## src/lzd_pkg.sv

```systemverilog
// Shared types, constants and the CRC-32 byte update for the LZSS/store decoder.
package lzd_pkg;

    localparam int WINDOW_SIZE_DEF = 4096;
    localparam int DIST_W          = 13;
    localparam int LEN_W           = 5;
    localparam int CFG_IDX_W       = 2;
    localparam int TDATA_OUT_W     = 48;

    localparam logic [31:0] CRC_POLY = 32'hEDB88320;
    localparam logic [31:0] CRC_INIT = 32'hFFFFFFFF;
    localparam logic [3:0]  LEN_MASK = 4'hF;
    localparam logic [4:0]  LEN_BIAS = 5'd3;

    localparam logic [7:0] METHOD_STORE = 8'd0;
    localparam logic [7:0] METHOD_LZSS  = 8'd1;

    localparam logic [CFG_IDX_W-1:0] REG_METHOD   = 2'd0;
    localparam logic [CFG_IDX_W-1:0] REG_ORIG     = 2'd1;
    localparam logic [CFG_IDX_W-1:0] REG_ENC      = 2'd2;
    localparam logic [CFG_IDX_W-1:0] REG_EXP_CRC  = 2'd3;

    localparam logic OP_START = 1'b0;
    localparam logic OP_BYTE  = 1'b1;

    typedef enum logic [2:0] {
        ST_OK        = 3'd0,
        ST_BAD_METH  = 3'd1,
        ST_STORE_SZ  = 3'd2,
        ST_BAD_MATCH = 3'd3,
        ST_TRUNC     = 3'd4,
        ST_SIZE      = 3'd5,
        ST_CRC       = 3'd6
    } status_t;

    typedef enum logic [1:0] {
        P_FLAG = 2'd0,
        P_DATA = 2'd1,
        P_HIGH = 2'd2,
        P_END  = 2'd3
    } phase_t;

    typedef enum logic [1:0] {
        CMD_CLEAR = 2'd0,
        CMD_LIT   = 2'd1,
        CMD_COPY  = 2'd2,
        CMD_FIN   = 2'd3
    } cmd_kind_t;

    typedef enum logic [1:0] {
        B_IDLE = 2'd0,
        B_EXEC = 2'd1,
        B_WAIT = 2'd2
    } bstate_t;

    typedef struct packed {
        cmd_kind_t         kind;
        logic [7:0]        data;
        logic [LEN_W-1:0]  len;
        logic [DIST_W-1:0] offset;
        status_t           status;
        logic              check;
        logic              last;
    } cmd_t;

    typedef struct packed {
        logic       [7:0]  out_byte;
        logic              byte_valid;
        logic              done_res;
        status_t           status;
        logic       [31:0] final_crc;
        logic              last;
    } result_t;

    function automatic logic [31:0] crc_byte(input logic [31:0] crc, input logic [7:0] b);
        logic [31:0] c;
        c = crc ^ {24'd0, b};
        for (int k = 0; k < 8; k++) begin
            c = (c >> 1) ^ (CRC_POLY & {32{c[0]}});
        end
        return c;
    endfunction

endpackage

```

## src/lzd_cmd_fifo.sv

```systemverilog
// Four-entry command queue between front and back, up to two pushes a cycle.
module lzd_cmd_fifo (
    input  logic          clk,
    input  logic          rst_n,
    input  logic [1:0]    n_push,
    input  lzd_pkg::cmd_t push0,
    input  lzd_pkg::cmd_t push1,
    input  logic          pop,
    output lzd_pkg::cmd_t head,
    output logic          empty,
    output logic          room2
);

    lzd_pkg::cmd_t mem_reg [4];
    logic [1:0]    wptr_reg, rptr_reg;
    logic [2:0]    count_reg;

    assign head  = mem_reg[rptr_reg];
    assign empty = (count_reg == 3'd0);
    assign room2 = (count_reg <= 3'd2);

    always_ff @(posedge clk)
    begin
        if (n_push != 2'd0)
        begin
            mem_reg[wptr_reg] <= push0;
        end
        if (n_push == 2'd2)
        begin
            mem_reg[wptr_reg + 2'd1] <= push1;
        end
    end

    always_ff @(posedge clk or negedge rst_n)
    begin
        if (!rst_n)
        begin
            wptr_reg  <= '0;
            rptr_reg  <= '0;
            count_reg <= '0;
        end
        else
        begin
            wptr_reg  <= wptr_reg + n_push;
            rptr_reg  <= rptr_reg + {1'b0, pop};
            count_reg <= count_reg + {1'b0, n_push} - {2'b0, pop};
        end
    end

endmodule

```

## config.mk

```make
export PLATFORM = sky130hd
export DESIGN_NAME = lzd_cmd_fifo
export DESIGN_NICKNAME = d
export VERILOG_FILES = /design/src/lzd_pkg.sv /design/src/lzd_cmd_fifo.sv
export SDC_FILE = /design/constraint.sdc
export NUM_CORES = 1
export LEC_CHECK = 0
export BUFFER_PORTS_ARGS = -buffer_cell sky130_fd_sc_hd__buf_2
export CAP_MARGIN = 20
export CORE_ASPECT_RATIO = 0.7
export CORE_MARGIN = 2
export CORE_UTILIZATION = 52
export CTS_CLUSTER_DIAMETER = 200
export DETAILED_ROUTE_END_ITERATION = 7
export PLACE_DENSITY = 0.73
export SYNTH_ARGS = -nofsm -noshare
export SYNTH_HDL_FRONTEND = slang
export SYNTH_SLANG_ARGS = --single-unit
export TNS_END_PERCENT = 1
```

## constraint.sdc

```tcl
create_clock -name clk -period 3.69 [get_ports clk]
set_input_delay 0.738 -clock clk [delete_from_list [all_inputs] [get_ports clk]]
set_output_delay 0.738 -clock clk [all_outputs]
set_load 0.05 [all_outputs]
```

==> metrics.md, run 1 <==
| Metric | Value |
|---|---|
| Crit path DAT | 2.23 ns |
| First-pass DRT Iterations | 4 |
| Post-CTS sizing | 0 |
| Register area | 4140 um2 |
| Antenna cells | 0 |
| I/O pin cnt | ~110 |
| Drt total wl | between 10000 and 15000 um |
| RSZ-0062 raised after global routing | no |
| Initial antenna violation count | 0 |
| CTS buffer count | 17 |
| Number of I/O port buffers | 105 |
| Lkg Pwr | 2.96 nW |
| #FFs+latches synth | 139 |
| Asr flop ratio synth | 0.0504 |
| Final setup fails | 0 |
| Number of max-cap violations | 0 |
| Fin Setup TNS | 0 ns |
| Sink Count | roughly 140 |
| Top FF cell, synth | edfxtp_1 |
| Remaining global-route overflow | 0 |
| Worst rel slew slack | 0.382 |
| Share of cells above drive strength 1 | 0.656 |
| Total global-route track usage | 0.212 |
| Max reg flops | 132 |
| Placement Setup Slack | 1.07 ns |
| Number of global-route vias before repair | around 4k |
| Via count | 3706 |
| Final antenna-violating net count | 0 |
| Row cnt | 35 |
| Mean area per synthesized cell | 19.1 um2 |
| Most instantiated cells after synthesis | edfxtp_1 (132), mux2_2 (123), mux4_2 (33), buf_6 (12), buf_2 (9) |
| Netlist cell types | 23 |
| Slew @ Worst Pin | 0.927 ns |
| R2r worst-path depth | 3 |
| DP Wirelength | 8710 um |
| Layout fillers | 967 |
| H-Tree Depth | 4 |
| Post-synthesis sequential area ratio | 0.605 |
| Maximum vdd drop | 0.463 mV |
| Die area | 14100 um2 |
| Drt wl/cell | around 22 um |
| Crit path kind | flop to output pin |
| CP Capture Type | output pin |
| Die height | 100 um |
| Horiz. Die Dim | 141 um |
| Core ar. | 13000 um2 |
| Final Wtd Congestion | 0.715 |
| Area growth, synth to finish | 19.1% |
| Nets | 547 |
| Post-CTS Hold Buffers | 0 |
| CP Data Required Time | 2.95 ns |
| Outcome | completed |
| CTS tree | done |
| First-pass GRT wire length | ~22000 um |
| Netlist Area Pre-Place | 6840 um2 |
| Final Slew Violations | 0 |
| Power per Cell Area | 891 nW/um2 |
| Final worst path period need | 2.97 ns |
| Fin crit share | 0.804 |
| Final setup margin | 0.722 ns |
| Syn Nets | approximately 440 |
| Final non-filler cell area | 8150 um2 |
| Fin. Hold Viols | 0 |
| Worst Setup Start Kind | flop |
| Clk buf depth | 2 |
| Highest clock rate | around 340 MHz |
| Clock Latency Late Sink | 0.42 ns |
| DR iter-0 viols | 162 |
| Top-count cell post-synth | edfxtp_1 |
| Vias per cell | 5.71 |
| DP Area | between 7000 and 8000 um2 |
| Initial Util | 0.526 |
| Post CTS Setup Buffer Count | 0 |
| Root Driver | clkbuf_16 |
| Synth top area share | 0.580 |
| Main area contributors after synthesis | edfxtp_1 (58%), mux2_2 (20%), mux4_2 (11%) |
| Drt drc | 0 |
| Post-synth EDFFs | 132 |
| Worst r2r dst | mem_reg[2][26]$_DFFE_PP_ |
| Class of the worst hold path | primary input to async pin |
| Top cell type by total area after synthesis | edfxtp_1 |
| Pin count of the biggest net entering global routing | 35 |
| Clock Pin Slew Worst Setup and Hold Paths | ~0.060 ns |
| Skew final | 0.00931 ns |
| Multi-input logic area | 2520 um2 |
| Syn Inst Count | 358 |
| Reg2reg setup slack | 1.46 ns |
| Reg2reg start | wptr_reg[1]$_DFF_PN0_ |
| CP Max Fanout | 20 |
| YS warnings | 0 |
[cell type report]
| cell class | count | share of cell area |
|---|---|---|
| clock inverter | 14 | 0.0209 |
| inverter | 7 | 0.00322 |
| multi-input combinational | 188 | 0.309 |
| tap | 166 | 0.0255 |
| timing repair buffer | 117 | 0.0802 |
| clock buffer | 18 | 0.0527 |
| sequential | 139 | 0.508 |
[through the flow]
step	std cells	util	hold slack (ns)	power (mW)
floorplan	358	-	0.442	4.85
global placement	616	0.579	0.483	5.55
detailed placement	617	0.580	0.501	5.63
CTS	649	0.626	0.144	7.35
global route	649	0.626	0.154	7.57
finish	649	0.626	0.156	7.26
[cell usage in the layout, fill, tap and decap left out, types with 2 or more instances in the layout]
cell type   synthesis  routed
mux2_2            123     123
nor2_4              0       2
edfxtp_1          132     132
mux2_4              4       4
clkbuf_16           0      17
clkinv_2            0       2
bufinv_16           0       3
inv_6               0       2
buf_12              0       3
ha_1                5       5
dfrtp_1             7       5
buf_2               9     105
mux4_2             33      33
mux2_1              5       5
xnor2_1             3       3
and4bb_2            2       2
clkinvlp_4          0       3
dfrtp_2             0       2
inv_1               7       7
xor2_1              2       2
clkinv_4            0       3
buf_4               0       9
[power by group]
part	internal, mW	total [mW]	switching [mW]
clock	1.06	1.71	0.650
sequential	2.35	2.64	0.288
combinational	1.02	2.91	1.90
[critical path, stage by stage, from the launching register on]
cell and delay, ns:
dfrtp_2 0.74, buf_12 0.29, mux4_2 0.55, buf_2 0.23
[worst max path at each step]
stage / startpoint / to / slack [ns] / cells past startpoint
2_1_floorplan: n_push[1] / mem_reg[2][0]$_DFFE_PP_ / 0.69 / 3
3_3_place_gp: n_push[0] / mem_reg[2][29]$_DFFE_PP_ / 1.10 / 4
3_5_place_dp: n_push[0] / mem_reg[2][24]$_DFFE_PP_ / 1.07 / 4
4_1_cts: rptr_reg[0]$_DFF_PN0_ / head[20] / 0.66 / 3
5_1_grt: rptr_reg[0]$_DFF_PN0_ / head[20] / 0.58 / 3
6_report: rptr_reg[0]$_DFF_PN0_ / head[20] / 0.72 / 3
[cell families (layout without fill, tap and decap cells)]
group	count (synthesis)	count (layout)	share of synthesized area
flops	139	139	0.605
mux	166	166	0.330
xor+xnor	5	5	0.00640
simple gates	7	7	0.0112
fa+ha+maj	6	6	0.0121
compound gates	4	4	0.00366
buf+inv	31	156	0.0318
[metal layers]
layer / global-route usage / vias up / wire length, um
met5: 0 / - / 0
met4: 0.0654 / 0 / 150
met3: 0.0682 / 13 / 1080
met2: 0.341 / 126 / 6760
met1: 0.280 / 1885 / 6000
li1: - / 1682 / -
Note: power is estimated with default switching activity, not from simulation.
==> run 2: changes to the inputs <==
--- a/config.mk
+++ b/config.mk
@@ -5,14 +5,15 @@
 export SDC_FILE = /design/constraint.sdc
 export NUM_CORES = 1
 export LEC_CHECK = 0
+export ABC_AREA = 1
 export BUFFER_PORTS_ARGS = -buffer_cell sky130_fd_sc_hd__buf_2
 export CAP_MARGIN = 20
 export CORE_ASPECT_RATIO = 0.7
 export CORE_MARGIN = 2
-export CORE_UTILIZATION = 52
+export CORE_UTILIZATION = 58
 export CTS_CLUSTER_DIAMETER = 200
 export DETAILED_ROUTE_END_ITERATION = 7
-export PLACE_DENSITY = 0.73
+export PLACE_DENSITY = 0.76
 export SYNTH_ARGS = -nofsm -noshare
 export SYNTH_HDL_FRONTEND = slang
 export SYNTH_SLANG_ARGS = --single-unit
==> constraint.sdc (replaced) <==
create_clock -name clk -period 3.06 [get_ports clk]
set_input_delay 0.612 -clock clk [delete_from_list [all_inputs] [get_ports clk]]
set_output_delay 0.612 -clock clk [all_outputs]
set_load 0.05 [all_outputs]
==> run 2 against run 1 <==
Compared with the run above:
- wire length grew 46%
- clock power grew 33%
- sequential power grew 17%
- critical endpoint is now head[2]
- highest routed layer unchanged
==> metrics.md, run 2 <==
| Metric | Value |
|---|---|
| First-pass GRT wire length | 33000 um |
| Simple-Gate Fraction of Synth Area | 0.359 |
| DP Wirelength | 11900 um |
| Initial antenna violation count | 0 |
| #FFs+latches synth | 139 |
| I/O pin cnt | 106 |
| Row cnt | 35 |
| CP peak stage delay | 0.42 ns |
| Met1 wire length | 8280 um |
| Crit path DAT | roughly 1.9 ns |
| CP Max Fanout | 19 |
| Die height | 100 um |
| Worst Setup Start Kind | flop |
| Top-count cell post-synth | nand2_1 |
| CP Data Required Time | between 2 and 2.5 ns |
| Asr flop ratio synth | 0.0504 |
| Mean area per synthesized cell | approximately 7.9 um2 |
| Drt total wl | slightly above 20000 um |
| Final setup fails | 0 |
| Sink Count | approximately 140 |
| Class of the worst hold path | primary input to async pin |
| R2r worst-path depth | 5 |
| Nets | ~1.1k |
| Final Slew Violations | 0 |
| Highest clock rate | 403 MHz |
| Post-CTS Hold Buffers | 0 |
| Fin. Hold Viols | 0 |
| Kind of cell adding the most delay to the critical path | buffers and inverters |
| Met3 wire len | 2130 um |
| Worst Setup EP | head[2] |
| CP Buf/Inv Count | 3 |
| Commonest non-fill, non-tap cell in the layout | nand2_1 |
| RSZ-0062 raised after global routing | no |
| Top routing layer used | met4 |
| Reg2reg start | wptr_reg[0]$_DFF_PN0_ |
| Top cell type by total area after synthesis | edfxtp_1 |
| Share of cells above drive strength 1 | 0.191 |
| Initial Util | 0.591 |
| Pin count of the biggest net entering global routing | 73 |
| Power per Cell Area | 1130 nW/um2 |
| Post-synth EDFFs | 132 |
| Root Driver | clkbuf_16 |
| Die area | 14200 um2 |
| CTS buffer count | 17 |
| Slew @ Worst Pin | ~0.76 ns |
| Skew final | 0.00643 ns |
| Clock Pin Slew Worst Setup and Hold Paths | about 0.060 ns |
| Outcome | completed |
| Largest family of logic cells by synthesized area | simple AND/OR/NAND/NOR gates |
| CTS tree | done |
| Main area contributors after synthesis | edfxtp_1 (51%), nand2_1 (22%), nand3_1 (11%) |
| Drt drc | 0 |
| Metal2 WL | 9640 um |
| Post CTS Setup Buffer Count | 0 |
| Final antenna-violating net count | 0 |
| Max reg flops | 132 |
| First-pass DRT Iterations | 7 |
| DR iter-0 viols | between 600 and 700 |
| Final Wtd Congestion | 0.802 |
| Lkg Pwr | 4.59 nW |
| Netlist cell types | 22 |
| Drt wl/cell | 16.4 um |
| Crit path kind | flop to output pin |
| Core ar. | 13100 um2 |
| Syn Nets | ~1.1k |
| Number of max-cap violations | 0 |
| Horiz. Die Dim | 142 um |
| Fin crit share | 0.811 |
| Reg2reg setup slack | 0.93 ns |
| Antenna cells | 0 |
| CP Launch Point | rptr_reg[0]$_DFF_PN0_ |
| Maximum vdd drop | 0.746 mV |
| Post-Synth XOR/XNOR Area | 0.00114 |
| Compound-cell area share of the yosys netlist | 0.00325 |
| Critical Path Stages | 6 |
| Via count | 6767 |
| Remaining global-route overflow | 0 |
| Netlist Area Pre-Place | 7710 um2 |
| Slowest CP cell | dfrtp_2 |
| Area growth, synth to finish | 18.1% |
| Number of global-route vias before repair | 6616 |
| Total global-route track usage | 0.305 |
| Syn Inst Count | just under 1k |
| Number of I/O port buffers | between 100 and 150 |
| Fin Setup TNS | 0 ns |
| Post-CTS sizing | 0 |
| Vias per cell | 5.43 |
| Adder-cell area share of the yosys netlist | 0.0107 |
| Most frequent cells in the layout | nand2_1 (443), nand3_1 (166), edfxtp_1 (132) |
| Worst path most repeated cell | nand2_1 |
| CP Capture Type | output pin |
| Post-synthesis sequential area ratio | 0.537 |
| Worst rel slew slack | 0.494 |
| Layout fillers | between 1k and 1.5k |
| Worst r2r dst | mem_reg[1][21]$_DFFE_PP_ |
| YS warnings | 0 |
| CP Cell Sequence | inv_1 -> buf_4 -> nand2_1 -> nand3_1 -> nand2_1 -> buf_2 |
| Synth top area share | 0.514 |
| Clock Latency Late Sink | 0.42 ns |
| H-Tree Depth | 4 |
| Clk buf depth | 2 |
| Mux cell area share after synthesis | 0 |
| Most instantiated cells after synthesis | nand2_1 (447), nand3_1 (166), edfxtp_1 (132), inv_1 (112), or2_2 (33) |
| Top FF cell, synth | edfxtp_1 |
| Final worst path period need | around 2.5 ns |
| Final hold slack | 0.0378 ns |
-- run 2: cell types whose count changed after synthesis, sizes merged, moves of 16 or more --
cell,delta
buf,+16
clkbuf,+16
inv,+107
mux2,-132
mux4,-33
nand2,+449
nand3,+166
or2,+33
-- run 2: logic make-up after synthesis --
family,count (synthesis)
DFF,139
adders and majority gates,6
and+or+nand+nor,655
xor gates and xnor gates,1
AOI/OAI and AO/OA,5
buffers and inverters,170
-- run 2: layer usage --
metal,global-route usage,vias up
li1,-,3276
met1,0.410,3057
met2,0.488,393
met3,0.0630,41
met4,0.133,0
met5,0,-
-- run 2: per-stage QoR --
step / instances / setup WS, ns / util / power (mW) / area (um2)
3_5_place_dp: 1215 / 0.842 / 0.648 / 7.99 / 8450
3_3_place_gp: 1215 / 0.872 / 0.648 / 7.93 / 8450
2_1_floorplan: 976 / 0.761 / - / 6.55 / 7710
6_report: 1247 / 0.578 / 0.698 / 10.3 / 9100
5_1_grt: 1247 / 0.465 / 0.698 / 10.8 / 9100
4_1_cts: 1247 / 0.612 / 0.698 / 10.3 / 9100
-- run 2: power breakdown --
group	total [mW]	internal [mW]	switching, mW
sequential	3.08	2.90	0.179
combinational	4.92	1.22	3.71
clock	2.27	1.45	0.819
total	10.3	5.57	4.70
-- run 2: how the worst min path moves through the flow --
stage | start | to | slack [ns]
after floorplan | rst_n | count_reg[0]$_DFF_PN0_ | 0.32
after global placement | rst_n | count_reg[0]$_DFF_PN0_ | 0.47
after detailed placement | rst_n | wptr_reg[0]$_DFF_PN0_ | 0.47
after CTS | rst_n | count_reg[0]$_DFF_PN0_ | 0.04
after global routing | rst_n | wptr_reg[1]$_DFF_PN0_ | 0.04
final | rst_n | wptr_reg[0]$_DFF_PN0_ | 0.04
-- run 2: layout make-up --
type,instances,area (um2),share of cell area
Sequential cell,139,4140,0.455
Multi-Input combinational cell,667,2920,0.321
Timing Repair Buffer,129,756,0.0830
Clock buffer,18,429,0.0471
Inverter,114,428,0.0470
Clock inverter,14,219,0.0241
Tap cell,166,208,0.0228
