File: src/lzd_pkg.sv
// Shared types, constants and the CRC-32 byte update for the LZSS/store decoder.
package lzd_pkg;

    localparam int WINDOW_SIZE_DEF = 4096;
    localparam int DIST_W          = 13;
    localparam int LEN_W           = 5;
    localparam int CFG_IDX_W       = 2;
    localparam int TDATA_OUT_W     = 48;

    localparam logic [31:0] CRC_POLY = 32'hEDB88320;
    localparam logic [31:0] CRC_INIT = 32'hFFFFFFFF;
    localparam logic [3:0]  LEN_MASK = 4'hF;
    localparam logic [4:0]  LEN_BIAS = 5'd3;

    localparam logic [7:0] METHOD_STORE = 8'd0;
    localparam logic [7:0] METHOD_LZSS  = 8'd1;

    localparam logic [CFG_IDX_W-1:0] REG_METHOD   = 2'd0;
    localparam logic [CFG_IDX_W-1:0] REG_ORIG     = 2'd1;
    localparam logic [CFG_IDX_W-1:0] REG_ENC      = 2'd2;
    localparam logic [CFG_IDX_W-1:0] REG_EXP_CRC  = 2'd3;

    localparam logic OP_START = 1'b0;
    localparam logic OP_BYTE  = 1'b1;

    typedef enum logic [2:0] {
        ST_OK        = 3'd0,
        ST_BAD_METH  = 3'd1,
        ST_STORE_SZ  = 3'd2,
        ST_BAD_MATCH = 3'd3,
        ST_TRUNC     = 3'd4,
        ST_SIZE      = 3'd5,
        ST_CRC       = 3'd6
    } status_t;

    typedef enum logic [1:0] {
        P_FLAG = 2'd0,
        P_DATA = 2'd1,
        P_HIGH = 2'd2,
        P_END  = 2'd3
    } phase_t;

    typedef enum logic [1:0] {
        CMD_CLEAR = 2'd0,
        CMD_LIT   = 2'd1,
        CMD_COPY  = 2'd2,
        CMD_FIN   = 2'd3
    } cmd_kind_t;

    typedef enum logic [1:0] {
        B_IDLE = 2'd0,
        B_EXEC = 2'd1,
        B_WAIT = 2'd2
    } bstate_t;

    typedef struct packed {
        cmd_kind_t         kind;
        logic [7:0]        data;
        logic [LEN_W-1:0]  len;
        logic [DIST_W-1:0] offset;
        status_t           status;
        logic              check;
        logic              last;
    } cmd_t;

    typedef struct packed {
        logic       [7:0]  out_byte;
        logic              byte_valid;
        logic              done_res;
        status_t           status;
        logic       [31:0] final_crc;
        logic              last;
    } result_t;

    function automatic logic [31:0] crc_byte(input logic [31:0] crc, input logic [7:0] b);
        logic [31:0] c;
        c = crc ^ {24'd0, b};
        for (int k = 0; k < 8; k++) begin
            c = (c >> 1) ^ (CRC_POLY & {32{c[0]}});
        end
        return c;
    endfunction

endpackage

File: src/lzd_front.sv
// Front end: accepts encoded words, parses flags and tokens, issues commands.
module lzd_front #(
    parameter int WINDOW_SIZE = lzd_pkg::WINDOW_SIZE_DEF
) (
    input  logic                clk,
    input  logic                rst_n,
    input  logic                take,
    input  logic                opcode,
    input  logic [7:0]          in_byte,
    input  logic [7:0]          method,
    input  logic [31:0]         dec_total,
    input  logic [31:0]         enc_total,
    output logic [1:0]          n_cmd,
    output lzd_pkg::cmd_t       cmd0,
    output lzd_pkg::cmd_t       cmd1
);

    localparam logic [lzd_pkg::DIST_W-1:0] WIN = lzd_pkg::DIST_W'(WINDOW_SIZE);

    logic [31:0]     prod_reg, prod_next;
    logic [31:0]     cons_reg, cons_next;
    logic [7:0]      flags_reg, flags_next;
    logic [3:0]      idx_reg, idx_next;
    logic [7:0]      low_reg, low_next;
    lzd_pkg::phase_t phase_reg, phase_next;

    logic                          main_v, fin_v, fin_check, adv, lz_fin;
    lzd_pkg::cmd_t                 main_cmd, fin_cmd;
    lzd_pkg::status_t              fin_st;
    logic [15:0]                   tok;
    logic [lzd_pkg::DIST_W-1:0]    tok_dist;
    logic [lzd_pkg::LEN_W-1:0]     len;
    logic [32:0]                   need;

    always_comb
    begin
        prod_next  = prod_reg;
        cons_next  = cons_reg;
        flags_next = flags_reg;
        idx_next   = idx_reg;
        low_next   = low_reg;
        phase_next = phase_reg;
        main_v     = 1'b0;
        main_cmd   = '0;
        fin_v      = 1'b0;
        fin_check  = 1'b0;
        fin_st     = lzd_pkg::ST_OK;
        adv        = 1'b0;
        lz_fin     = 1'b0;
        need       = '0;
        tok        = {in_byte, low_reg};
        tok_dist   = lzd_pkg::DIST_W'(tok[15:4]) + lzd_pkg::DIST_W'(1);
        len        = lzd_pkg::LEN_W'(tok[3:0] & lzd_pkg::LEN_MASK) + lzd_pkg::LEN_BIAS;

        if (take)
        begin
            if (opcode == lzd_pkg::OP_START)
            begin
                prod_next     = '0;
                cons_next     = '0;
                flags_next    = '0;
                idx_next      = 4'd8;
                low_next      = '0;
                phase_next    = lzd_pkg::P_FLAG;
                main_v        = 1'b1;
                main_cmd.kind = lzd_pkg::CMD_CLEAR;
                if (method > lzd_pkg::METHOD_LZSS)
                begin
                    fin_v  = 1'b1;
                    fin_st = lzd_pkg::ST_BAD_METH;
                end
                else if (method == lzd_pkg::METHOD_STORE)
                begin
                    if (enc_total != dec_total)
                    begin
                        fin_v  = 1'b1;
                        fin_st = lzd_pkg::ST_STORE_SZ;
                    end
                    else if (enc_total == '0)
                    begin
                        fin_v     = 1'b1;
                        fin_check = 1'b1;
                    end
                end
                else if (enc_total == '0 || dec_total == '0)
                begin
                    lz_fin = 1'b1;
                end
            end
            else if (phase_reg == lzd_pkg::P_END)
            begin
                // file ended: drop the word
            end
            else if (method > lzd_pkg::METHOD_LZSS)
            begin
                fin_v  = 1'b1;
                fin_st = lzd_pkg::ST_BAD_METH;
            end
            else if (method == lzd_pkg::METHOD_STORE)
            begin
                if (enc_total != dec_total)
                begin
                    fin_v  = 1'b1;
                    fin_st = lzd_pkg::ST_STORE_SZ;
                end
                else if (cons_reg >= enc_total)
                begin
                    fin_v     = 1'b1;
                    fin_check = 1'b1;
                end
                else
                begin
                    cons_next     = cons_reg + 32'd1;
                    prod_next     = prod_reg + 32'd1;
                    main_v        = 1'b1;
                    main_cmd.kind = lzd_pkg::CMD_LIT;
                    main_cmd.data = in_byte;
                    if (cons_next >= enc_total)
                    begin
                        fin_v     = 1'b1;
                        fin_check = 1'b1;
                    end
                end
            end
            else
            begin
                case (phase_reg)
                    lzd_pkg::P_FLAG:
                    begin
                        if (cons_reg < enc_total && prod_reg < dec_total)
                        begin
                            cons_next  = cons_reg + 32'd1;
                            flags_next = in_byte;
                            idx_next   = 4'd0;
                            adv        = 1'b1;
                        end
                        else
                        begin
                            lz_fin = 1'b1;
                        end
                    end
                    lzd_pkg::P_DATA:
                    begin
                        cons_next = cons_reg + 32'd1;
                        if (flags_reg[idx_reg[2:0]])
                        begin
                            prod_next     = prod_reg + 32'd1;
                            main_v        = 1'b1;
                            main_cmd.kind = lzd_pkg::CMD_LIT;
                            main_cmd.data = in_byte;
                            idx_next      = idx_reg + 4'd1;
                            adv           = 1'b1;
                        end
                        else
                        begin
                            low_next   = in_byte;
                            phase_next = lzd_pkg::P_HIGH;
                        end
                    end
                    default:
                    begin
                        cons_next = cons_reg + 32'd1;
                        if (tok_dist > WIN || 32'(tok_dist) > prod_reg ||
                            ({1'b0, prod_reg} + 33'(len)) > {1'b0, dec_total})
                        begin
                            fin_v  = 1'b1;
                            fin_st = lzd_pkg::ST_BAD_MATCH;
                        end
                        else
                        begin
                            prod_next       = prod_reg + 32'(len);
                            main_v          = 1'b1;
                            main_cmd.kind   = lzd_pkg::CMD_COPY;
                            main_cmd.len    = len;
                            main_cmd.offset = tok_dist;
                            idx_next        = idx_reg + 4'd1;
                            adv             = 1'b1;
                        end
                    end
                endcase
            end
        end

        // decide what follows a completed flag byte or token
        if (adv)
        begin
            if (idx_next[3] || prod_next >= dec_total)
            begin
                if (cons_next < enc_total && prod_next < dec_total)
                begin
                    phase_next = lzd_pkg::P_FLAG;
                end
                else
                begin
                    lz_fin = 1'b1;
                end
            end
            else
            begin
                need = flags_next[idx_next[2:0]] ? 33'd1 : 33'd2;
                if ({1'b0, cons_next} + need > {1'b0, enc_total})
                begin
                    fin_v  = 1'b1;
                    fin_st = lzd_pkg::ST_TRUNC;
                end
                else
                begin
                    phase_next = lzd_pkg::P_DATA;
                end
            end
        end

        if (lz_fin)
        begin
            fin_v = 1'b1;
            if (cons_next == enc_total && prod_next == dec_total)
            begin
                fin_check = 1'b1;
            end
            else if (prod_next < dec_total)
            begin
                fin_st = lzd_pkg::ST_TRUNC;
            end
            else
            begin
                fin_st = lzd_pkg::ST_SIZE;
            end
        end

        if (fin_v)
        begin
            phase_next = lzd_pkg::P_END;
        end
    end

    always_comb
    begin
        fin_cmd        = '0;
        fin_cmd.kind   = lzd_pkg::CMD_FIN;
        fin_cmd.status = fin_st;
        fin_cmd.check  = fin_check;
        fin_cmd.last   = 1'b1;
        cmd0           = main_cmd;
        cmd1           = fin_cmd;
        cmd0.last      = !fin_v && main_cmd.kind != lzd_pkg::CMD_CLEAR;
        if (main_v && fin_v)
        begin
            n_cmd = 2'd2;
        end
        else if (main_v)
        begin
            n_cmd = 2'd1;
        end
        else if (fin_v)
        begin
            n_cmd = 2'd1;
            cmd0  = fin_cmd;
        end
        else
        begin
            n_cmd = 2'd0;
        end
    end

    always_ff @(posedge clk or negedge rst_n)
    begin
        if (!rst_n)
        begin
            prod_reg  <= '0;
            cons_reg  <= '0;
            flags_reg <= '0;
            idx_reg   <= 4'd8;
            low_reg   <= '0;
            phase_reg <= lzd_pkg::P_FLAG;
        end
        else
        begin
            prod_reg  <= prod_next;
            cons_reg  <= cons_next;
            flags_reg <= flags_next;
            idx_reg   <= idx_next;
            low_reg   <= low_next;
            phase_reg <= phase_next;
        end
    end

endmodule

File: config.mk
export PLATFORM = sky130hd
export DESIGN_NAME = lzd_front
export DESIGN_NICKNAME = d
export VERILOG_FILES = /design/src/lzd_pkg.sv /design/src/lzd_front.sv
export SDC_FILE = /design/constraint.sdc
export NUM_CORES = 1
export LEC_CHECK = 0
export BUFFER_PORTS_ARGS = -buffer_cell sky130_fd_sc_hd__buf_4
export CELL_PAD_IN_SITES_DETAIL_PLACEMENT = 0
export CELL_PAD_IN_SITES_GLOBAL_PLACEMENT = 1
export CORE_MARGIN = 4
export CORE_UTILIZATION = 33
export DETAILED_ROUTE_END_ITERATION = 6
export PLACE_DENSITY = 0.69
export SYNTH_ARGS = -nofsm -noshare
export SYNTH_HDL_FRONTEND = slang
export SYNTH_SLANG_ARGS = --single-unit
File: constraint.sdc
create_clock -name clk -period 33.4 [get_ports clk]
set_input_delay 6.68 -clock clk [delete_from_list [all_inputs] [get_ports clk]]
set_output_delay 6.68 -clock clk [all_outputs]
set_load 0.05 [all_outputs]
==> results of run 1 <==
## per-stage QoR
stage          hold slack, ps  cells  power (µW)  instance area, µm²  setup WS, ps
2_1_floorplan             483   1874         196               14500         11320
3_3_place_gp              544   2494         244               15700         11490
3_5_place_dp              545   2494         246               15700         11210
4_1_cts                   561   2510         366               16100         11180
5_1_grt                   599   2510         384               16100         10450
6_report                  563   2510         366               16100         11110
## worst max-delay path: cells and delay by family
kind,cells,cell delay (ps)
AOI/OAI and AO/OA,17,3340
xor gates and xnor gates,1,160
adders and majority gates,5,1300
buffers and inverters,5,650
muxes,3,530
and+or+nand+nor,10,2930
## area by class of cell
cell class,instances,area share (%)
Multi-Input combinational cell,1560,70.6
Clock buffer,9,1.40
Timing Repair Buffer,140,6.55
Clock inverter,7,0.600
Sequential cell,86,13.4
Tap cell,585,4.56
Inverter,123,2.88
## routing by layer
layer	GRT usage [%]	vias up
li1	-	6960
met1	36.8	7270
met2	38.5	688
met3	5.19	127
met5	0	-
met4	12.6	4
## kinds of logic (layout without fill, tap and decap cells)
group | Yosys count | in the layout
adders and majority gates | 251 | 251
other | 2 | 29
muxes | 20 | 20
xor gates and xnor gates | 141 | 141
AOI/OAI and AO/OA | 508 | 508
DFF | 86 | 86
buffers and inverters | 228 | 279
and+or+nand+nor | 611 | 611
## placed cells by master, fill, tap and decap left out, types with 31 or more instances in the layout
| master | instances |
|---|---|
| a21oi_1 | 125 |
| a22o_1 | 35 |
| buf_4 | 140 |
| nand2_1 | 132 |
| nor2_1 | 120 |
| dfrtp_1 | 85 |
| xnor2_1 | 69 |
| nor4_1 | 44 |
| nor3_1 | 33 |
| a21o_1 | 80 |
| nand4_1 | 66 |
| nand3_1 | 74 |
| o21ai_0 | 97 |
| inv_1 | 122 |
| xor2_1 | 72 |
| ha_1 | 249 |
| nor2b_1 | 31 |
## final timing paths
| path | end | slack [ps] | cells past startpoint |
|---|---|---|---|
| min in group asynchronous | prod_reg[14]$_DFF_PN0_ | 6360 | 1 |
| max in group asynchronous | phase_reg[1]$_DFF_PN0_ | 25930 | 2 |
| setup reg to reg | phase_reg[1]$_DFF_PN0_ | 22130 | 44 |
| setup / recovery | cmd0[32] | 11110 | 41 |
| hold reg to reg | low_reg[1]$_DFFE_PN0P_ | 560 | 1 |
| hold / removal | low_reg[1]$_DFFE_PN0P_ | 560 | 1 |
## where the power goes
part | internal [µW] | total (µW) | switching [µW]
Combinational | 42.7 | 129 | 86.7
Sequential | 107 | 118 | 10.5
Clock | 65.7 | 120 | 53.8
Total | 215 | 366 | 151
==> summary.txt, run 1 <==
Layout
  • Ant diodes: 0
  • Seq. cell area: roughly 0.0022 mm²
  • Final layout net count: 2255
  • Fillers: 4509
  • Multi-input logic area: roughly 0.011 mm²
  • Layout cells sized above 1: approximately a tenth
  • Area growth syn-to-layout: 11.7%
  • Fin util: 37.3%

Route
  • Vias: 15000
  • Initial DRT Pass Iterations: 7
  • Highest Signal Layer: met5
  • Drc violations: 16
  • WL met3: ~5300 µm
  • Final wirelength: about 63000 µm
  • WL/cell: around 25 µm
  • Final ANT Viol Nets: 0
  • DR vias/cell: 6.00
  • M1 wire length: approximately 28000 µm
  • Met2 WL: 26100 µm
  • DR iter-0 viols: 1561

STA
  • Final setup viols: 0
  • Pins Over Slew Limit: 0
  • TNS Setup: 0 ps
  • Final worst path period share: about 67%
  • Normalized max-slew margin: 15.3%
  • Crit path time final: between 20000 and 25000 ps
  • Final Skew: between 10 and 15 ps
  • Max Clock Freq: roughly 45 MHz
  • Worst-Margin Slew: between 1000 and 1500 ps
  • RSZ-0062 raised after global routing: false
  • Final-report hold violation count: 0

Synth
  • EDFF count, synth: 0
  • Synth Area in XOR/XNOR: 8.59%
  • Synth top area share: a little over a fifth
  • Simple-gate share of the synthesized area: between 20 and 25%
  • Synth top cells by count: 249 x ha_1, 132 x nand2_1, 125 x a21oi_1
  • Instance count of the mapped netlist: 1847
  • Mux cell area share after synthesis: under 10%
  • Netlist cell types: 93
  • Ranking of synthesized cells by area: ha_1 22%, dfrtp_1 15%, xor2_1 4.4%
  • Complex-gate fraction of the synthesized area: between 20% and 30%
  • Post-Synth Adder-Cell Area: 22.0%
  • Seq/Total Area, Yosys: between 10% and 20%
  • Area leader, netlist: ha_1
  • Number of synthesized register bits: 86
  • Post-Syn Area: around 0.014 mm²
  • Top FF cell, synth: dfrtp_1
  • Main combinational cell family by area after synthesis: compound AO/OA/AOI/OAI gates
  • Top-count cell post-synth: ha_1
  • Ys Warns: 0
  • Average size of a mapped cell: between 7 and 8 µm²
  • Post-synthesis async set-or-reset flop share: 100%

Setup path
  • Crit start category: primary input
  • WP data arrival: between 15000 and 20000 ps
  • Crit end category: primary output
  • CP startpoint: dec_total[15]
  • Crit path required time: about 27000 ps
  • Reg-to-reg startpoint: low_reg[0]$_DFFE_PN0P_
  • Kind of critical path: in -> out
  • Slowest stage cell, crit path: or3_1
  • Slowest stage delay, CP: approximately 590 ps
  • Critical path peak fanout: 11

Run status
  • Failing checks: design-rule violations
  • Status: finished, violations left

Die
  • Die Span Y: around 220 µm
  • I/O pin cnt: 152
  • Die area: 0.0470 mm²
  • Std cell rows: 76
  • Initial Util: between 30% and 40%
  • Die width: approximately 220 µm
  • Core box area: between 0.04 and 0.05 mm²

Clocking
  • Clock-pin slew on the worst setup and hold paths: about 70 ps
  • TritonCTS clock tree: yes
  • Hold_buf cts: 0
  • Clk Tree Root Cell: clkbuf_16
  • Clk buf depth: 2
  • Post-CTS Setup Bufs: 0
  • Worst-Skew Late Latency: between 300 and 400 ps
  • Num CTS Buffers: 9
  • Clock sink total: 86
  • H-tree depth: 3
  • Cts repair resizes: 0

Pwr
  • Max IR drop VDD: approximately 0.000019 V
  • Pleak: roughly 0.008 µW
  • Pwr/cell area: 22.8 mW/mm²

Job
  • Max Cap Violations: 0

GRT
  • Global route overflow: 0
  • First-pass GRT wire length: roughly 94000 µm
  • Number of global-route vias before repair: roughly 15000
  • Initial antenna violation count: 4
  • Largest net degree at the start of global routing: 46
  • Total GRT Usage: a little over a quarter

Place
  • # port buffers: around 120
  • DP Wirelength: roughly 50000 µm
  • Final Wtd Congestion: 0.994

Worst hold path
  • Min-delay src: low_reg[1]$_DFFE_PN0P_
  • Worst Hold Class: reg -> reg
Power figures use the tool's default switching activity.
==> inputs of run 2 (changes only) <==
--- a/config.mk
+++ b/config.mk
@@ -5,13 +5,14 @@
 export SDC_FILE = /design/constraint.sdc
 export NUM_CORES = 1
 export LEC_CHECK = 0
+export ABC_AREA = 1
 export BUFFER_PORTS_ARGS = -buffer_cell sky130_fd_sc_hd__buf_4
 export CELL_PAD_IN_SITES_DETAIL_PLACEMENT = 0
 export CELL_PAD_IN_SITES_GLOBAL_PLACEMENT = 1
 export CORE_MARGIN = 4
 export CORE_UTILIZATION = 33
 export DETAILED_ROUTE_END_ITERATION = 6
-export PLACE_DENSITY = 0.69
+export PLACE_DENSITY = 0.74
 export SYNTH_ARGS = -nofsm -noshare
 export SYNTH_HDL_FRONTEND = slang
 export SYNTH_SLANG_ARGS = --single-unit
==> constraint.sdc (replaced) <==
create_clock -name clk -period 19.4 [get_ports clk]
set_input_delay 3.88 -clock clk [delete_from_list [all_inputs] [get_ports clk]]
set_output_delay 3.88 -clock clk [all_outputs]
set_load 0.05 [all_outputs]
==> run 2 against run 1 <==
The run now ends clean. Final area is 13% higher. Die area grew 14%. Critical path type unchanged. Cell count is 31% higher. Area after synthesis up 14%. Sequential share of layout area is 1.5 points lower. Clock power increased by 75%. First-iteration DRC count up 12%. Clock skew grew 0.71 ps. Count of clock-buffer cells in the layout rose by 3. Combinational power up 64%.
==> summary.txt, run 2 <==
Synth
  • Top FF cell, synth: dfrtp_1
  • Top-count cell post-synth: nand2_1
  • Seq/Total Area, Yosys: 13.1% (-1.9 points)
  • Post-synthesis async set-or-reset flop share: 100% (unchanged)
  • Average size of a mapped cell: 6.43 µm² (-17%)
  • Ys Warns: 0 (unchanged)
  • Number of synthesized register bits: 86 (unchanged)
  • Synth top area share: 18.9% (-2.7 points)
  • Netlist cell types: 65 (-30%)
  • Ranking of synthesized cells by area: ha_1 19%, dfrtp_1 13%, nand2_1 12%
  • Synth top cells by count: 542 x nand2_1, 326 x inv_1, 249 x ha_1
  • EDFF count, synth: 0 (unchanged)
  • Area leader, netlist: ha_1
  • Post-Syn Area: 0.0165 mm² (+14%)
  • Instance count of the mapped netlist: 2560 (+39%)

Pwr
  • Pwr/cell area: 33.5 mW/mm² (+47%)
  • Pleak: 0.00876 µW (+11%)
  • Pwr Total: 608 µW (+66%)
  • Max IR drop VDD: 0.0000277 V (+47%)

Die
  • Core box area: 0.0492 mm² (+14%)
  • Initial Util: 33.5% (+0.11 points)
  • Die area: 0.0535 mm² (+14%)
  • Std cell rows: 81 (+6.6%)
  • I/O pin cnt: 152 (unchanged)
  • Die Span Y: 231 µm (+6.7%)
  • Die width: 231 µm (+6.7%)

Place
  • Setup WS pre-CTS: 2820 ps (-8400 ps)
  • Placed inst area: 0.0178 mm² (+13%)
  • Final Wtd Congestion: 1.02 (+2.5%)
  • DP Wirelength: 56000 µm (+10%)
  • # port buffers: 122 (unchanged)

Route
  • Vias: 18500 (+23%)
  • Final ANT Viol Nets: 0 (unchanged)
  • Drc violations: 0 (-16)
  • DR iter-0 viols: 1752 (+12%)
  • Initial DRT Pass Iterations: 6 (-1)
  • DR vias/cell: 5.61 (-6.4%)
  • WL/cell: 21.6 µm (-14%)
  • Final wirelength: 71100 µm (+13%)

Clocking
  • TritonCTS clock tree: yes
  • Num CTS Buffers: 9 (unchanged)
  • Worst-Skew Late Latency: 400 ps (about the same)
  • Clk buf depth: 2 (unchanged)
  • Post-CTS Setup Bufs: 0 (unchanged)
  • Clock sink total: 86 (unchanged)
  • H-tree depth: 3 (unchanged)
  • Clk Tree Root Cell: clkbuf_16
  • Clock-pin slew on the worst setup and hold paths: 80 ps (about the same)
  • Hold_buf cts: 0 (unchanged)
  • Cts repair resizes: 0 (unchanged)

STA
  • Final setup viols: 0 (unchanged)
  • Worst Slack Setup Final: 2730 ps (-8380 ps)
  • Normalized max-slew margin: 19.9% (+4.6 points)
  • Worst-Margin Slew: 1200 ps (-61.6 ps)
  • Final Skew: 14.9 ps (+0.709 ps)
  • Max Clock Freq: 60.0 MHz
  • Final-report hold violation count: 0 (unchanged)
  • RSZ-0062 raised after global routing: false
  • Pins Over Slew Limit: 0 (unchanged)
  • TNS Setup: 0 ps (unchanged)
  • Final worst path period share: 85.9%
  • Crit path time final: between 15000 and 20000 ps

GRT
  • GR Util met2: 40.6% (+2.1 points)
  • Total GRT Usage: 25.6% (-0.61 points)
  • GRT met3 Usage: 3.66% (-1.5 points)
  • Number of global-route vias before repair: 17600 (+20%)
  • Met1 GRT Util: 35.2% (-1.6 points)
  • Initial antenna violation count: 0 (-4)
  • Largest net degree at the start of global routing: 69 (+50%)
  • Most Crowded Layer GR: met2
  • First-pass GRT wire length: 106000 µm (+13%)
  • Global route overflow: 0 (unchanged)

Setup path
  • Crit start category: primary input
  • Critical Path Most Common Cell: nand2_1
  • Critical path peak fanout: 49 (+38)
  • Slowest stage delay, CP: 700 ps (+110 ps)
  • WP data arrival: 12790 ps (-2820 ps)
  • Slowest stage cell, crit path: nand2_4
  • Crit end category: primary output
  • Crit path required time: 15520 ps (-11200 ps)
  • Kind of critical path: in -> out

Layout
  • Final layout net count: 2955 (+31%)
  • Layout cells sized above 1: 8.84% (-1.1 points)
  • Commonest non-fill, non-tap cell in the layout: nand2_1
  • Final Cell Area: 0.0181 mm² (+13%)
  • Area growth syn-to-layout: 10.3%
  • Commonest non-fill, non-tap cells in the layout: 542 x nand2_1, 326 x inv_1, 249 x ha_1

Worst hold path
  • Worst Hold Class: reg -> reg

Job
  • Max Cap Violations: 0 (unchanged)

Run status
  • Status: complete, no violations
==> run 2: stage by stage <==
step	utilization, %	instances	hold WS, ps
6_report	36.9	3290	539
5_1_grt	36.9	3289	550
4_1_cts	36.9	3289	531
3_5_place_dp	36.2	3273	513
3_3_place_gp	36.2	3273	501
2_1_floorplan	-	2587	468
==> run 2: final cells by class <==
| cell class | count | area (µm²) |
|---|---|---|
| clock inverters | 4 | 70.1 |
| repair buffers | 141 | 1060 |
| diodes | 1 | 2.50 |
| fillers | 5371 | 31000 |
| multi-input cells | 2044 | 12500 |
| inverters | 338 | 1270 |
| clock buffers | 12 | 256 |
| flip-flops and latches | 86 | 2150 |
| well taps | 664 | 831 |
==> run 2: cell families after synthesis <==
kind of cell,Yosys count,synth area share [%]
AOI/OAI and AO/OA,451,16.2
DFF,86,13.1
other,2,0.0456
and+or+nand+nor,1162,31.8
xor gates and xnor gates,151,8.08
buffers and inverters,457,11.6
adders and majority gates,251,19.2
==> run 2: layer usage <==
metal	vias up	routed length [µm]
li1	8755	-
met1	8736	31300
met2	811	31700
met3	153	5240
met4	0	2810
met5	-	0
==> run 2: critical path: cells and delay by family <==
| family | cells | cell delay [ps] |
|---|---|---|
| adders and majority gates | 4 | 1210 |
| AOI/OAI and AO/OA | 13 | 2410 |
| buffers and inverters | 5 | 740 |
| xor gates and xnor gates | 1 | 160 |
| and+or+nand+nor | 21 | 4350 |
==> run 2: path summary, 6_finish.rpt <==
kind                       cells after the start                     end                   start  slack (ps)
setup / recovery                              44                 cmd0[4]           enc_total[25]        2730
hold / removal                                 2  low_reg[1]$_DFFE_PN0P_  low_reg[1]$_DFFE_PN0P_         540
setup reg to reg                              60  phase_reg[1]$_DFF_PN0_  low_reg[0]$_DFFE_PN0P_        8990
hold reg to reg                                2  low_reg[1]$_DFFE_PN0P_  low_reg[1]$_DFFE_PN0P_         540
max in group asynchronous                      2  cons_reg[10]$_DFF_PN0_                   rst_n       14640
min in group asynchronous                      1   prod_reg[8]$_DFF_PN0_                   rst_n        3370
==> run 2: power breakdown <==
group	switching (µW)	internal, µW
Combinational	147	65.3
Sequential	4.08	182
Clock	90.6	120
Total	241	367
